--- src/rtl/core/dse_pkg.sv ---
// Shared types and constants of the delimited substream extractor.
package dse_pkg;

   localparam int DELIM_MAX_DEFAULT = 8;

   typedef enum logic [0:0] {
      CMD_DATA = 1'b0,
      CMD_END  = 1'b1
   } cmd_type;

   typedef enum logic [1:0] {
      KIND_DATA   = 2'd0,
      KIND_DELIM  = 2'd1,
      KIND_SOURCE = 2'd2
   } kind_type;

   typedef enum logic [0:0] {
      CSR_DELIM_BYTES  = 1'b0,
      CSR_DELIM_LENGTH = 1'b1
   } csr_index_type;

   typedef struct packed {
      cmd_type    cmd;
      logic [7:0] data_byte;
   } req_item_type;

   typedef struct packed {
      logic [7:0] out_byte;
      kind_type   kind;
      logic       last;
   } rsp_item_type;

   typedef struct packed {
      logic [63:0] delim_bytes;
      logic [3:0]  delim_length;
   } cfg_type;

   typedef struct packed {
      logic     load;
      logic     has_marker;
      kind_type marker_kind;
   } load_ctrl_type;

endpackage

--- src/rtl/core/dse_step.sv ---
// Window state and combinational delimiter match for one input item.
module dse_step #(
   parameter int DELIM_MAX = 8,
   localparam int IDX_W = (DELIM_MAX > 1) ? $clog2(DELIM_MAX) : 1,
   localparam int CNT_W = $clog2(DELIM_MAX + 1)
) (
   input  logic                        clock,
   input  logic                        reset,
   input  logic                        take,
   input  dse_pkg::req_item_type       item,
   input  dse_pkg::cfg_type            cfg,
   output dse_pkg::load_ctrl_type      ld_ctrl,
   output logic [DELIM_MAX-1:0][7:0]   ld_bytes,
   output logic [IDX_W-1:0]            ld_start,
   output logic [CNT_W-1:0]            ld_count
);
   import dse_pkg::*;

   // window is right aligned: the newest held byte sits in the top entry
   logic [DELIM_MAX-1:0][7:0] win_ff, win_in;
   logic [IDX_W-1:0]          fill_ff, fill_in;
   logic                      finished_ff, finished_in;

   logic [DELIM_MAX-1:0][7:0] cand;
   logic [DELIM_MAX:0]        match;
   logic [CNT_W-1:0]          fill_ext, n, len_eff, k_max, keep, start_full;
   logic                      full;

   always_comb begin
      for (int p = 0; p < DELIM_MAX - 1; p++) begin
         cand[p] = win_ff[p + 1];
      end
      cand[DELIM_MAX-1] = item.data_byte;
   end

   always_comb begin
      fill_ext = CNT_W'(fill_ff);
      n        = fill_ext + CNT_W'(1);
      if (cfg.delim_length == 4'd0) begin
         len_eff = CNT_W'(1);
      end else if (32'(cfg.delim_length) > DELIM_MAX) begin
         len_eff = CNT_W'(DELIM_MAX);
      end else begin
         len_eff = CNT_W'(cfg.delim_length);
      end
   end

   // tail of length k against the first k delimiter bytes
   always_comb begin
      match[0] = 1'b1;
      for (int k = 1; k <= DELIM_MAX; k++) begin
         match[k] = 1'b1;
         for (int j = 0; j < k; j++) begin
            if (cand[DELIM_MAX - k + j] != cfg.delim_bytes[8*j +: 8]) begin
               match[k] = 1'b0;
            end
         end
      end
   end

   always_comb begin
      full  = (n >= len_eff) && match[len_eff];
      k_max = (n < len_eff - CNT_W'(1)) ? n : len_eff - CNT_W'(1);
      keep  = '0;
      for (int k = 1; k < DELIM_MAX; k++) begin
         if ((CNT_W'(k) <= k_max) && match[k]) begin
            keep = CNT_W'(k);
         end
      end
      start_full = CNT_W'(DELIM_MAX) - n;
   end

   // next state
   always_comb begin
      win_in      = win_ff;
      fill_in     = fill_ff;
      finished_in = finished_ff;
      if (take && !finished_ff) begin
         case (item.cmd)
            CMD_END: begin
               fill_in     = '0;
               finished_in = 1'b1;
            end
            CMD_DATA: begin
               win_in = cand;
               if (full) begin
                  fill_in     = '0;
                  finished_in = 1'b1;
               end else begin
                  fill_in = keep[IDX_W-1:0];
               end
            end
            default: begin
               finished_in = finished_ff;
            end
         endcase
      end
   end

   // load for the result buffer
   always_comb begin
      ld_ctrl.load        = take;
      ld_ctrl.has_marker  = 1'b0;
      ld_ctrl.marker_kind = KIND_DATA;
      ld_bytes            = cand;
      ld_start            = start_full[IDX_W-1:0];
      ld_count            = '0;
      if (!finished_ff) begin
         case (item.cmd)
            CMD_END: begin
               ld_bytes            = win_ff;
               ld_start            = IDX_W'(CNT_W'(DELIM_MAX) - fill_ext);
               ld_count            = fill_ext;
               ld_ctrl.has_marker  = 1'b1;
               ld_ctrl.marker_kind = KIND_SOURCE;
            end
            CMD_DATA: begin
               if (full) begin
                  ld_count            = n - len_eff;
                  ld_ctrl.has_marker  = 1'b1;
                  ld_ctrl.marker_kind = KIND_DELIM;
               end else begin
                  ld_count = n - keep;
               end
            end
            default: begin
               ld_count = '0;
            end
         endcase
      end
   end

   always_ff @(posedge clock) begin
      win_ff <= win_in;
      if (reset) begin
         fill_ff     <= '0;
         finished_ff <= 1'b0;
      end else begin
         fill_ff     <= fill_in;
         finished_ff <= finished_in;
      end
   end

   assert property (@(posedge clock) disable iff (reset)
      32'(fill_ff) <= DELIM_MAX - 1)
      else $error("held byte count exceeds delimiter length minus one");

   assert property (@(posedge clock) disable iff (reset)
      finished_ff |=> finished_ff)
      else $error("finished flag cleared without reset");

   assert property (@(posedge clock) disable iff (reset)
      (take && finished_ff) |-> (ld_count == '0 && !ld_ctrl.has_marker))
      else $error("results loaded after the stream ended");

endmodule

--- src/rtl/core/dse_emit.sv ---
// Result buffer that hands out one result item per cycle while rsp_ready is high.
module dse_emit #(
   parameter int DELIM_MAX = 8,
   localparam int IDX_W = (DELIM_MAX > 1) ? $clog2(DELIM_MAX) : 1,
   localparam int CNT_W = $clog2(DELIM_MAX + 1)
) (
   input  logic                        clock,
   input  logic                        reset,
   input  dse_pkg::load_ctrl_type      ld_ctrl,
   input  logic [DELIM_MAX-1:0][7:0]   ld_bytes,
   input  logic [IDX_W-1:0]            ld_start,
   input  logic [CNT_W-1:0]            ld_count,
   output logic                        can_load,
   output logic                        rsp_valid,
   input  logic                        rsp_ready,
   output dse_pkg::rsp_item_type       rsp_payload
);
   import dse_pkg::*;

   logic [DELIM_MAX-1:0][7:0] bytes_ff, bytes_in;
   logic [IDX_W-1:0]          ptr_ff, ptr_in;
   logic [CNT_W-1:0]          left_ff, left_in;
   logic                      mark_ff, mark_in;
   kind_type                  mkind_ff, mkind_in;
   logic                      empty, fire;

   always_comb begin
      empty     = (left_ff == '0) && !mark_ff;
      rsp_valid = !empty;
      if (left_ff != '0) begin
         rsp_payload.out_byte = bytes_ff[ptr_ff];
         rsp_payload.kind     = KIND_DATA;
         rsp_payload.last     = (left_ff == CNT_W'(1)) && !mark_ff;
      end else begin
         rsp_payload.out_byte = 8'd0;
         rsp_payload.kind     = mkind_ff;
         rsp_payload.last     = 1'b1;
      end
      fire     = rsp_valid && rsp_ready;
      can_load = empty || (fire && rsp_payload.last);
   end

   always_comb begin
      bytes_in = bytes_ff;
      ptr_in   = ptr_ff;
      left_in  = left_ff;
      mark_in  = mark_ff;
      mkind_in = mkind_ff;
      if (ld_ctrl.load) begin
         bytes_in = ld_bytes;
         ptr_in   = ld_start;
         left_in  = ld_count;
         mark_in  = ld_ctrl.has_marker;
         mkind_in = ld_ctrl.marker_kind;
      end else if (fire) begin
         if (left_ff != '0) begin
            left_in = left_ff - CNT_W'(1);
            ptr_in  = ptr_ff + IDX_W'(1);
         end else begin
            mark_in = 1'b0;
         end
      end
   end

   always_ff @(posedge clock) begin
      bytes_ff <= bytes_in;
      ptr_ff   <= ptr_in;
      mkind_ff <= mkind_in;
      if (reset) begin
         left_ff <= '0;
         mark_ff <= 1'b0;
      end else begin
         left_ff <= left_in;
         mark_ff <= mark_in;
      end
   end

   assert property (@(posedge clock) disable iff (reset)
      (rsp_valid && rsp_payload.kind != KIND_DATA) |-> rsp_payload.last)
      else $error("end marker not flagged as last");

   assert property (@(posedge clock) disable iff (reset)
      ld_ctrl.load |-> can_load)
      else $error("result buffer overwritten before drained");

   assert property (@(posedge clock) disable iff (reset)
      (fire && !rsp_payload.last) |=> rsp_valid)
      else $error("results of an item lost mid-sequence");

endmodule

--- src/rtl/core/delimited_substream_extractor.sv ---
// Top level of the delimited substream extractor: input register, CSRs, step and result buffer.
//
// Passes a byte stream through until the first occurrence of a delimiter of
// 1 to DELIM_MAX bytes (csr index 0: delimiter bytes, first byte in bits 7:0;
// index 1: delimiter length in bits 3:0, 0 read as 1 and values above
// DELIM_MAX read as DELIM_MAX). Bytes that may still start a delimiter are
// held back in a window. On a match the delimiter is dropped and an end item
// of kind 1 follows; on a source-ended command the held bytes are flushed and
// an end item of kind 2 follows. After either end every input item is taken
// and gives nothing until reset. The last result of each input item carries
// last = 1; an item that is held in full gives no result. Input items are
// taken at one per cycle while the result buffer can load: the window
// compare is a single parallel pass between the input register and the
// result buffer. The result port hands out one item per cycle while
// rsp_ready is high, and the next input is taken in the cycle the final
// result of the previous one leaves. The first result is offered once its
// item has passed the input register and been loaded into the result
// buffer. Configuration writes are always taken and must only be issued
// while the block is idle.
module delimited_substream_extractor #(
   parameter int DELIM_MAX = dse_pkg::DELIM_MAX_DEFAULT,
   localparam int IDX_W = (DELIM_MAX > 1) ? $clog2(DELIM_MAX) : 1,
   localparam int CNT_W = $clog2(DELIM_MAX + 1)
) (
   input  logic                  clock,
   input  logic                  reset,
   input  logic                  req_valid,
   output logic                  req_ready,
   input  dse_pkg::req_item_type req_payload,
   output logic                  rsp_valid,
   input  logic                  rsp_ready,
   output dse_pkg::rsp_item_type rsp_payload,
   input  logic                  csr_valid,
   output logic                  csr_ready,
   input  dse_pkg::csr_index_type csr_index,
   input  logic [63:0]           csr_data
);
   import dse_pkg::*;

   // input register: holds one item until the result buffer can take its results
   logic          in_valid_ff, in_valid_in;
   req_item_type  in_item_ff, in_item_in;
   cfg_type       cfg_ff, cfg_in;

   logic                      can_load, take;
   load_ctrl_type             ld_ctrl;
   logic [DELIM_MAX-1:0][7:0] ld_bytes;
   logic [IDX_W-1:0]          ld_start;
   logic [CNT_W-1:0]          ld_count;

   // advance the held item whenever the buffer frees up; refill in the same cycle
   always_comb begin
      take        = in_valid_ff && can_load;
      req_ready   = !in_valid_ff || take;
      in_valid_in = in_valid_ff;
      in_item_in  = in_item_ff;
      if (req_ready) begin
         in_valid_in = req_valid;
         in_item_in  = req_payload;
      end
   end

   // CSR writes: always ready
   always_comb begin
      csr_ready = 1'b1;
      cfg_in    = cfg_ff;
      if (csr_valid) begin
         case (csr_index)
            CSR_DELIM_BYTES:  cfg_in.delim_bytes  = csr_data;
            CSR_DELIM_LENGTH: cfg_in.delim_length = csr_data[3:0];
            default:          cfg_in              = cfg_ff;
         endcase
      end
   end

   always_ff @(posedge clock) begin
      in_item_ff <= in_item_in;
      if (reset) begin
         in_valid_ff         <= 1'b0;
         cfg_ff.delim_bytes  <= '0;
         cfg_ff.delim_length <= 4'd1;
      end else begin
         in_valid_ff <= in_valid_in;
         cfg_ff      <= cfg_in;
      end
   end

   dse_step #(.DELIM_MAX(DELIM_MAX)) u_step (
      .clock    (clock),
      .reset    (reset),
      .take     (take),
      .item     (in_item_ff),
      .cfg      (cfg_ff),
      .ld_ctrl  (ld_ctrl),
      .ld_bytes (ld_bytes),
      .ld_start (ld_start),
      .ld_count (ld_count)
   );

   dse_emit #(.DELIM_MAX(DELIM_MAX)) u_emit (
      .clock       (clock),
      .reset       (reset),
      .ld_ctrl     (ld_ctrl),
      .ld_bytes    (ld_bytes),
      .ld_start    (ld_start),
      .ld_count    (ld_count),
      .can_load    (can_load),
      .rsp_valid   (rsp_valid),
      .rsp_ready   (rsp_ready),
      .rsp_payload (rsp_payload)
   );

   assert property (@(posedge clock) disable iff (reset)
      (in_valid_ff && !take) |=> in_valid_ff)
      else $error("held input item dropped before processing");

   assert property (@(posedge clock) disable iff (reset)
      (in_valid_ff && !take) |=> $stable(in_item_ff))
      else $error("held input item changed while waiting");

   assert property (@(posedge clock) disable iff (reset)
      take |-> ld_ctrl.load)
      else $error("processed item did not load the result buffer");

endmodule
--- config.mk ---
export PLATFORM = sky130hd
export DESIGN_NAME = delimited_substream_extractor
export DESIGN_NICKNAME = d
export VERILOG_FILES = /design/src/rtl/core/dse_pkg.sv /design/src/rtl/core/dse_step.sv /design/src/rtl/core/dse_emit.sv /design/src/rtl/core/delimited_substream_extractor.sv
export SDC_FILE = /design/constraint.sdc
export NUM_CORES = 1
export LEC_CHECK = 0
export ABC_AREA = 1
export ABC_CLOCK_PERIOD_IN_PS = 6800
export BUFFER_PORTS_ARGS = -buffer_cell sky130_fd_sc_hd__buf_2
export CORE_UTILIZATION = 30
export DETAILED_ROUTE_END_ITERATION = 6
export PLACE_DENSITY = 0.56
export SLEW_MARGIN = 15
export SYNTH_ARGS = -nofsm -noshare
export SYNTH_HDL_FRONTEND = slang
export SYNTH_SLANG_ARGS = --single-unit
export TNS_END_PERCENT = 50
--- constraint.sdc ---
create_clock -name clock -period 6.8 [get_ports clock]
set_clock_uncertainty 0.05 [all_clocks]
set_input_delay 0.68 -clock clock [delete_from_list [all_inputs] [get_ports clock]]
set_output_delay 0.68 -clock clock [all_outputs]
set_load 0.05 [all_outputs]
==> run_results.csv, run 1 <==
group,metric,value,unit
cells_and_area,area_growth,9.87,%
sta,hold_viol,0,
drt,vias_per_cell,5.15,
sta,drv_slew,0,
worst_setup_path,crit_arrival,4190,ps
worst_setup_path,crit_path_end_kind,"flop",
drt,postRouteAntennaNets,0,
power_and_ir_drop,power_density,347,nW/µm²
synth,yosysTopAreaCell,"edfxtp_1",
global_routing,gr-total-overflow,0,
sta,setup_viol,0,
worst_setup_path,cp_cell_sequence,"inv_1 -> ha_1 -> inv_1 -> nor2_2 -> nand2_2 -> or2_1 -> nand2_1 -> nand2_2 -> nor2_4 -> buf_4 -> inv_2 -> nor2_4 -> buf_4",
clocking,post_cts_buffers,0,
sta,tns,0,ps
global_routing,grt_max_degree,96,
clocking,holdBufCountCts,0,
synth,synth_adder_area_share,0.0184,
synth,synth_edf_count,142,
sta,fin_crit,4050,ps
die,start_util,0.307,
drt,drc,0,
worst_setup_path,critPathTopFamily,"buffers and inverters",
synth,synth.distinct_cells,41,
worst_setup_path,slowest_delay,700,ps
placement,place.detailed.hpwl,44800,µm
cells_and_area,regArea,5830,µm²
power_and_ir_drop,irDropWorstVdd,167,µV
synth,synthesis.area,14400,µm²
cells_and_area,drive_gt1_frac,0.103,
drt,via_count,13800,
clocking,ctsResizeCount,0,
drt,dr.first_iter.drc_count,1479,
synth,ys_warn_count,0,
worst_setup_path,crit_cells,13,
cells_and_area,fin_nets,2154,
die,io_pins,93,
synth,synth_compound_area_frac,0.131,
clocking,cts-root-buf,"clkbuf_16",
placement,gp_congestion,0.997,
placement,portBuffers,91,
sta,slew_headroom,0.348,
drt,drt-pass1-iter-count,6,
synth,ys_seq_elements,220,
clocking,cts.clk_slew.worst_paths,60,ps
die,core_area,47000,µm²
power_and_ir_drop,finalPower,5500,µW
global_routing,grt_pass1_vias,13000,
worst_setup_path,cp_max_fo,70,
run,cap_violations,0,
power_and_ir_drop,p_leak,0.00666,µW
sta,final.period_utilization,0.595,
worst_setup_path,critPathLaunchType,"flop",
synth,postSynthCellCount,2053,
min_path,hold_depth,1,
worst_setup_path,required,6940,ps
drt,wl,61400,µm
cells_and_area,antenna_cells,0,
min_path,hold_class,"primary input to flop",
sta,fmax,247,MHz
synth,yosysSeqAreaShare,0.404,
sta,rsz0062_at_grt,"no",
synth,muxShareOfSynthArea,0,
synth,synth-xor-area-share,0.0632,
synth,avgSynthCellArea,7.02,µm²
cells_and_area,nFillCells,5046,
synth,synthSimpleGateAreaFrac,0.290,
synth,async_reset_ff_frac,0,
clocking,ctsHtreeMaxLevel,1,
die,fp.dieW,221,µm
worst_setup_path,r2r_cells,13,
worst_setup_path,crit_buf_inv,5,
global_routing,track_usage,0.249,
synth,ys_top_cells_by_area,"edfxtp_1 (30%), nand2_1 (19%), dfxtp_1 (11%)",
worst_setup_path,crit_type,"flop to flop",
placement,place_ws,2670,ps
clocking,clkLatencyLatePin,580,ps
synth,synthFlopType,"edfxtp_1",
die,die_h,221,µm
worst_setup_path,slowest_stage,"buf_4",
run_status,status,"finished clean",
clocking,clock_path_buffers,3,
drt,avgRoutedWirePerCell,22.9,µm
sta,worst_slew_pin_slew,977,ps
die,die_area,48900,µm²
clocking,numClockSinks,220,
synth,yosysTopAreaCellShare,0.296,
clocking,numCtsBuffers,26,
cells_and_area,fin_util,0.337,
clocking,cts_tree,"built",
sta,worst_slack,2750,ps
cells_and_area,multi_input_area,7270,µm²
synth,synth_top_family_by_area,"simple AND/OR/NAND/NOR gates",
global_routing,grt_pass1_wl,89500,µm
die,num_rows,79,
global_routing,antenna_found_initial,1,
[registers in the layout (all words and copies together) (netlist names)]
register,cells
u_step.finished_ff,1
cfg_ff,68
u_emit.mkind_ff,2
u_emit.mark_ff,1
in_item_ff,9
u_step.fill_ff,3
u_emit.left_ff,4
u_emit.bytes_ff,64
u_step.cand,56
in_valid_ff,1
u_step.win_ff,8
u_emit.ptr_ff,3
[per-stage QoR]
step | hold WS, ps | cells | area [µm²]
final | 229 | 2682 | 15800
after global routing | 218 | 2682 | 15800
after detailed placement | 417 | 2634 | 15000
after global placement | 410 | 2634 | 15000
after CTS | 206 | 2682 | 15800
after floorplan | 394 | 2054 | 14400
[power by group]
part / switching, µW / leakage [µW] / internal, µW
Sequential: 345 / 0.00196 / 1750
Clock: 587 / 0.000408 / 786
Combinational: 1490 / 0.00430 / 548
[routing by layer]
metal,wire length [µm],up-vias,track usage,share of wire
met3,4920,124,0.0393,0.080
met2,27200,643,0.388,0.44
met4,2260,0,0.0880,0.037
met1,27100,6444,0.346,0.44
li1,-,6610,-,-
met5,0,-,0,0
[logic make-up (layout without fill, tap and decap cells)]
family,after synthesis,count (layout)
AND/OR/NAND/NOR,1049,1049
XOR/XNOR,104,104
buffers and inverters,289,310
adder cells (fa/ha/maj),20,20
AO/OA/AOI/OAI,369,369
other,2,3
flip-flops,220,220
[cell usage in the layout, fill, tap and decap left out, types with 26 or more instances in the layout]
master and n:
nand2_1 740, o21ai_0 259, nor2_1 205, edfxtp_1 142
inv_1 107, buf_2 91, a21oi_1 80, dfxtp_1 78
xnor2_1 57, xor2_1 47, inv_2 46, nand4_1 43
nand3_1 34, clkbuf_16 26
[path summary, 6_finish.rpt]
kind | from | to | slack, ps
setup / recovery | u_emit.left_ff[0] | u_step.cand[28] | 2750
hold / removal | req_payload[5] | in_item_ff[5] | 230
setup reg to reg | u_emit.left_ff[0] | u_step.cand[28] | 2750
hold reg to reg | cfg_ff[63] | cfg_ff[63] | 420
[cell usage after synthesis, types with 2 or more instances]
library cell / instances
a21oi_1: 80
a21oi_2: 3
a31oi_1: 9
buf_2: 15
buf_4: 45
buf_6: 6
clkbuf_1: 59
clkbuf_2: 3
conb_1: 2
dfxtp_1: 78
edfxtp_1: 142
fa_1: 2
ha_1: 18
inv_1: 109
inv_2: 45
inv_4: 6
nand2_1: 740
nand2_2: 4
nand3_1: 34
nand3_2: 3
nand4_1: 43
nor2_1: 206
nor2_2: 3
nor2_4: 3
nor3_1: 6
o21ai_0: 259
o21ai_1: 2
o21bai_1: 2
o22ai_1: 11
or2_2: 2
xnor2_1: 57
xor2_1: 47
[final cells by class]
type / count / area share
clock buffer: 37 / 0.0462
clock inverter: 11 / 0.00584
inverter: 161 / 0.0392
multi-input combinational: 1545 / 0.459
sequential: 220 / 0.368
tap: 607 / 0.0479
timing repair buffer: 101 / 0.0343
Power figures use the tool's default switching activity.
==> run 2, diff against run 1 <==
--- a/config.mk
+++ b/config.mk
@@ -5,8 +5,8 @@
 export SDC_FILE = /design/constraint.sdc
 export NUM_CORES = 1
 export LEC_CHECK = 0
-export ABC_AREA = 1
-export ABC_CLOCK_PERIOD_IN_PS = 6800
+export ABC_AREA = 0
+export ABC_CLOCK_PERIOD_IN_PS = 4100
 export BUFFER_PORTS_ARGS = -buffer_cell sky130_fd_sc_hd__buf_2
 export CORE_UTILIZATION = 30
 export DETAILED_ROUTE_END_ITERATION = 6
==> constraint.sdc (replaced) <==
create_clock -name clock -period 4.1 [get_ports clock]
set_clock_uncertainty 0.05 [all_clocks]
set_input_delay 0.41 -clock clock [delete_from_list [all_inputs] [get_ports clock]]
set_output_delay 0.41 -clock clock [all_outputs]
set_load 0.05 [all_outputs]
==> run 2 against run 1 <==
Net effect: via count down 23%; largest cell class unchanged; count of clock-buffer cells in the layout down 1; sequential power up 72%; maximum frequency up 2.5%; sequential share of layout area down 0.43 points; critical path type unchanged.
==> run_results.csv, run 2 <==
group,metric,value,unit
synth,yosysTopAreaCellShare,0.310,
drt,postRouteAntennaNets,0,
power_and_ir_drop,pwr-share-seq,0.391,
run,cap_violations,0,
drt,via_count,10700,
cells_and_area,finalNonFillerCells,2133,
synth,avgSynthCellArea,9.59,µm²
placement,place.detailed.hpwl,35700,µm
worst_setup_path,critPathLaunchType,"flop",
worst_setup_path,slowest_stage,"or4_4",
synth,synthFlopType,"edfxtp_1",
clocking,numCtsBuffers,25,
die,fp.dieW,216,µm
synth,synthTopCellsByCount,"nand2_1 (332), xor2_1 (221), edfxtp_1 (142)",
cells_and_area,most-common-layout-cells,"nand2_1 (331), xor2_1 (220), edfxtp_1 (142), buf_2 (91), buf_4 (90)",
power_and_ir_drop,combPwrFrac,0.351,
drt,vias_per_cell,5.00,
placement,gp_congestion,0.977,
drt,drt-pass1-iter-count,5,
synth,ys_top_cells_by_area,"edfxtp_1 (31%), xor2_1 (14%), dfxtp_1 (11%)",
global_routing,antenna_found_initial,1,
cells_and_area,antenna_cells,0,
power_and_ir_drop,pwr-share-clk,0.259,
power_and_ir_drop,power_density,573,nW/µm²
worst_setup_path,slowest_delay,520,ps
clocking,numClockSinks,220,
worst_setup_path,cp_cell_sequence,"nor2_2 -> o21a_1 -> inv_2 -> ha_4 -> xor2_2 -> ha_1 -> nor2b_4 -> o21a_1 -> or4_4 -> and2_4 -> o21ba_2 -> o211a_1 -> nor2_2 -> ha_1 -> a21o_1 -> a21oi_2 -> xnor2_1 -> nor3_1 -> nand4_1 -> o211ai_1",
global_routing,grt_pass1_vias,10700,
worst_setup_path,crit_type,"flop to flop",
cells_and_area,fin_nets,1613,
clocking,cts.clk_slew.worst_paths,60,ps
synth,synth.distinct_cells,62,
synth,synth_compound_area_frac,0.0634,
global_routing,track_usage,0.205,
worst_setup_path,cp_max_fo,5,
sta,drv_slew,0,
sta,setup_viol,0,
placement,placed_area,14900,µm²
min_path,hold_class,"primary input to flop",
die,die_area,46700,µm²
synth,yosys.cell_count.top_type,"nand2_1",
worst_setup_path,crit_buf_inv,1,
worst_setup_path,crit_path_end_kind,"flop",
power_and_ir_drop,power_switching,3550,µW
clocking,cts-root-buf,"clkbuf_16",
synth,synth_adder_area_share,0.0193,
cells_and_area,mostFrequentLayoutCell,"nand2_1",
power_and_ir_drop,switching_share,0.387,
clocking,ctsHtreeMaxLevel,1,
cells_and_area,drive_gt1_frac,0.222,
synth,yosysTopAreaCell,"edfxtp_1",
placement,portBuffers,91,
synth,synth_top_family_by_area,"XOR/XNOR gates",
global_routing,gr-total-overflow,0,
die,core_area,45300,µm²
worst_setup_path,crit_arrival,4360,ps
worst_setup_path,required,4510,ps
placement,dp.cells,2073,
sta,final.period_utilization,0.963,
synth,async_reset_ff_frac,0,
cells_and_area,fin_area,16000,µm²
cells_and_area,area_growth,16.6,%
synth,synth_edf_count,142,
die,die_h,216,µm
clocking,clkLatencyLatePin,540,ps
global_routing,grt_pass1_wl,71600,µm
sta,hold_viol,0,
clocking,clock_path_buffers,3,
synth,synthesis.area,13800,µm²
synth,postSynthCellCount,1434,
die,start_util,0.304,
sta,rsz0062_at_grt,"yes",
sta,fmax,253,MHz
cells_and_area,nFillCells,4649,
die,io_pins,93,
die,num_rows,78,
synth,ys_warn_count,0,
worst_setup_path,critPathTopFamily,"simple AND/OR/NAND/NOR gates",
drt,drc,0,
cells_and_area,largest-register,"cfg_ff",
synth,synthSimpleGateAreaFrac,0.167,
cells_and_area,largest_register_ffs,68,
global_routing,grt_max_degree,78,
drt,wl,48000,µm
synth,synth-xor-area-share,0.185,
drt,avgRoutedWirePerCell,22.5,µm
power_and_ir_drop,p_leak,0.00657,µW
sta,worst_slew_pin_slew,962,ps
drt,dr.first_iter.drc_count,700,
synth,yosysSeqAreaShare,0.424,
power_and_ir_drop,intPower,5630,µW
sta,fin_crit,3950,ps
synth,ys_seq_elements,220,
power_and_ir_drop,irDropWorstVdd,411,µV
synth,muxShareOfSynthArea,0.0812,
clocking,cts_tree,"built",
sta,slew_headroom,0.359,
run_status,status,"finished clean",
-- run 2: final timing paths --
kind / from / endpoint / slack (ps) / depth (start not counted)
max: cfg_ff[2] / u_emit.left_ff[3] / 150 / 20
min: req_valid / in_valid_ff / 50 / 3
min reg2reg: cfg_ff[60] / cfg_ff[60] / 430 / 2
max reg2reg: cfg_ff[2] / u_emit.left_ff[3] / 150 / 20
-- run 2: cell families (layout without fill, tap and decap cells) --
group	after synthesis	count (layout)
compound gates	145	145
xor+xnor	290	290
fa+ha+maj	20	20
buf+inv	166	264
flops	220	220
mux	84	84
other cells	2	3
simple gates	507	507
-- run 2: metrics by stage --
stage	hold slack, ps	setup WS, ps	total power [µW]	setup TNS [ps]	utilization
floorplan	398	38.1	5700	0	-
global placement	415	93.6	6800	0	0.330
detailed placement	422	42.2	6830	0	0.330
CTS	2.11	11.2	9230	0	0.351
global route	46.6	-18.4	9640	-48.9	0.354
finish	51.3	150	9180	0	0.354
-- run 2: cell type report --
class	count	area [µm²]	area share
Inverter	25	93.8	0.00585
Clock buffer	36	802	0.0500
Tap cell	600	751	0.0468
Multi-Input combinational cell	1049	7200	0.449
Sequential cell	220	5830	0.363
Clock inverter	10	90.1	0.00562
Timing Repair Buffer	193	1270	0.0793
-- run 2: routing by layer --
layer	wire length, µm	GRT usage
met4	2040	0.0864
met3	2320	0.0268
met2	21900	0.328
met1	21700	0.279
met5	13	0
-- run 2: tightest hold or removal path: stages --
cell	delay, ps
buf_2	90
inv_1	40
a21oi_1	50
-- run 2: timing repair --
| item | CTS | global route |
|---|---|---|
| setup endpoints to repair | 0 | 3 |
| endpoints found under the hold margin | 8 | 1 |
| hold buffers | 8 | 1 |
| gates resized for setup | 0 | 24 |
| setup buffers | 0 | 5 |
-- run 2: power by group through the flow --
| stage | Clock [µW] | Combinational, µW | Sequential [µW] |
|---|---|---|---|
| after floorplan | 0 | 2570 | 3130 |
| after global placement | 0 | 3180 | 3620 |
| after detailed placement | 0 | 3210 | 3620 |
| after CTS | 2430 | 3230 | 3580 |
| after global routing | 2500 | 3520 | 3620 |
| final | 2370 | 3220 | 3590 |
==> run 3, diff against run 2 <==
--- a/config.mk
+++ b/config.mk
@@ -8,9 +8,9 @@
 export ABC_AREA = 0
 export ABC_CLOCK_PERIOD_IN_PS = 4100
 export BUFFER_PORTS_ARGS = -buffer_cell sky130_fd_sc_hd__buf_2
-export CORE_UTILIZATION = 30
+export CORE_UTILIZATION = 60
 export DETAILED_ROUTE_END_ITERATION = 6
-export PLACE_DENSITY = 0.56
+export PLACE_DENSITY = 0.9
 export SLEW_MARGIN = 15
 export SYNTH_ARGS = -nofsm -noshare
 export SYNTH_HDL_FRONTEND = slang
==> run 3 against run 2 <==
Net effect: cell area is 4.5% lower; maximum frequency is 1.4% lower; count of clock-buffer cells in the layout is 8 lower; worst setup slack worse by 55 ps; non-clock buffer count is 21 lower; power is 4.1% lower; clock power is 11% lower; sequential power is 1% higher; combinational power is 5% lower; register-to-register slack worse by 60 ps; largest power group unchanged; highest routed layer is now met4.
==> run_results.csv, run 3 (synthesis gave the netlist of run 2 again) <==
group,metric,value,unit
run_status,status,"finished clean",
global_routing,grt_max_degree,78,
worst_setup_path,cp_cell_sequence,"nor2_1 -> o21a_1 -> inv_2 -> ha_4 -> xor2_2 -> ha_1 -> nor2b_4 -> o21a_1 -> or4_4 -> and2_4 -> o21ba_4 -> o211a_1 -> nor2_2 -> ha_1 -> a21o_1 -> a21oi_2 -> xnor2_1 -> nor3_1 -> nand4_1 -> o211ai_1",
sta,drv_slew,0,
cells_and_area,largest-register,"cfg_ff",
worst_setup_path,crit_arrival,4390,ps
worst_setup_path,crit_buf_inv,1,
clocking,numClockSinks,220,
worst_setup_path,slowest_delay,520,ps
placement,gp_congestion,1.06,
die,core_area,22600,µm²
die,start_util,0.609,
sta,hold_viol,0,
power_and_ir_drop,p_leak,0.00639,µW
run,cap_violations,0,
clocking,cts-root-buf,"clkbuf_16",
sta,timing.hold.ws,13.4,ps
clocking,cts_tree,"built",
clocking,clkLatencyLatePin,520,ps
cells_and_area,fin_util,0.679,
min_path,hold_class,"primary input to flop",
drt,vias_per_cell,6.18,
worst_setup_path,slowest_stage,"or4_4",
global_routing,grt_pass1_vias,10800,
drt,avgRoutedWirePerCell,24.2,µm
cells_and_area,mostFrequentLayoutCell,"nand2_1",
cells_and_area,largest_register_ffs,68,
sta,worst_slew_pin_slew,934,ps
sta,setup_viol,0,
die,io_pins,93,
cells_and_area,fin_nets,1591,
clocking,numCtsBuffers,24,
global_routing,antenna_found_initial,1,
worst_setup_path,critPathLaunchType,"flop",
power_and_ir_drop,power_density,575,nW/µm²
worst_setup_path,critPathTopFamily,"simple AND/OR/NAND/NOR gates",
cells_and_area,drive_gt1_frac,0.205,
die,num_rows,55,
cells_and_area,most-common-layout-cells,"nand2_1 (332), xor2_1 (220), edfxtp_1 (142), buf_2 (91), dfxtp_1 (77)",
clocking,clock_path_buffers,3,
cells_and_area,area_growth,11.4,%
sta,final.period_utilization,0.977,
clocking,ctsHtreeMaxLevel,1,
cells_and_area,fin_area,15300,µm²
sta,fin_crit,4000,ps
sta,rsz0062_at_grt,"yes",
drt,via_count,11100,
power_and_ir_drop,irDropWorstVdd,448,µV
die,die_h,153,µm
die,fp.dieW,153,µm
placement,placed_area,14400,µm²
drt,drc,0,
drt,postRouteAntennaNets,0,
worst_setup_path,crit_path_end_kind,"flop",
sta,fmax,250,MHz
worst_setup_path,crit_type,"flop to flop",
global_routing,track_usage,0.372,
drt,dr.first_iter.drc_count,1101,
die,die_area,23500,µm²
drt,drt-pass1-iter-count,5,
clocking,cts.clk_slew.worst_paths,60,ps
placement,portBuffers,91,
global_routing,gr-total-overflow,0,
worst_setup_path,required,4490,ps
sta,slew_headroom,0.372,
placement,place.detailed.hpwl,31700,µm
sta,tns,0,ps
worst_setup_path,cp_max_fo,3,
cells_and_area,nFillCells,1762,
drt,wl,43500,µm
global_routing,grt_pass1_wl,65300,µm
-- run 3: per-stage QoR --
step	instances	setup WS [ps]	total power, µW
5_1_grt	1794	-99.9	9160
4_1_cts	1788	27.8	8750
3_5_place_dp	1745	54.7	6670
2_1_floorplan	1435	38.1	5700
3_3_place_gp	1745	166	6570
6_report	1795	95.1	8810
-- run 3: worst paths after layout --
check | start | to | slack (ps) | cells after the start
setup / recovery | cfg_ff[2] | u_emit.left_ff[3] | 100 | 20
hold / removal | req_payload[1] | in_item_ff[1] | 10 | 1
setup reg to reg | cfg_ff[2] | u_emit.left_ff[3] | 100 | 20
hold reg to reg | cfg_ff[67] | cfg_ff[67] | 430 | 2
-- run 3: power breakdown --
group | switching [µW] | internal [µW]
Sequential | 680 | 2960
Clock | 902 | 1200
Combinational | 1830 | 1230
-- run 3: metal layers --
layer  share of wire  vias to the layer above  global-route usage  wire length (µm)
met5               0                        -                   0                 0
met4           0.053                        0               0.185              2320
met3           0.092                      152              0.0519              4000
met2            0.46                      653               0.601             20100
met1            0.39                     5293               0.493             17100
li1                -                     4991                   -                 -
-- run 3: cell type report --
type | instances | area (µm²) | area share
Antenna cell | 1 | 2.50 | 0.000163
Clock buffer | 28 | 657 | 0.0429
Clock inverter | 15 | 103 | 0.00670
Inverter | 25 | 93.8 | 0.00613
Multi-Input combinational cell | 1049 | 7180 | 0.469
Sequential cell | 220 | 5830 | 0.380
Tap cell | 285 | 357 | 0.0233
Timing Repair Buffer | 172 | 1100 | 0.0716
-- run 3: repair_timing --
action,4_1_cts,5_1_grt
endpoints found under the hold margin,0,2
setup buffers,0,4
pin swaps,0,20
setup endpoints to repair,1,3
resized for setup,1,17
hold buffers,0,2
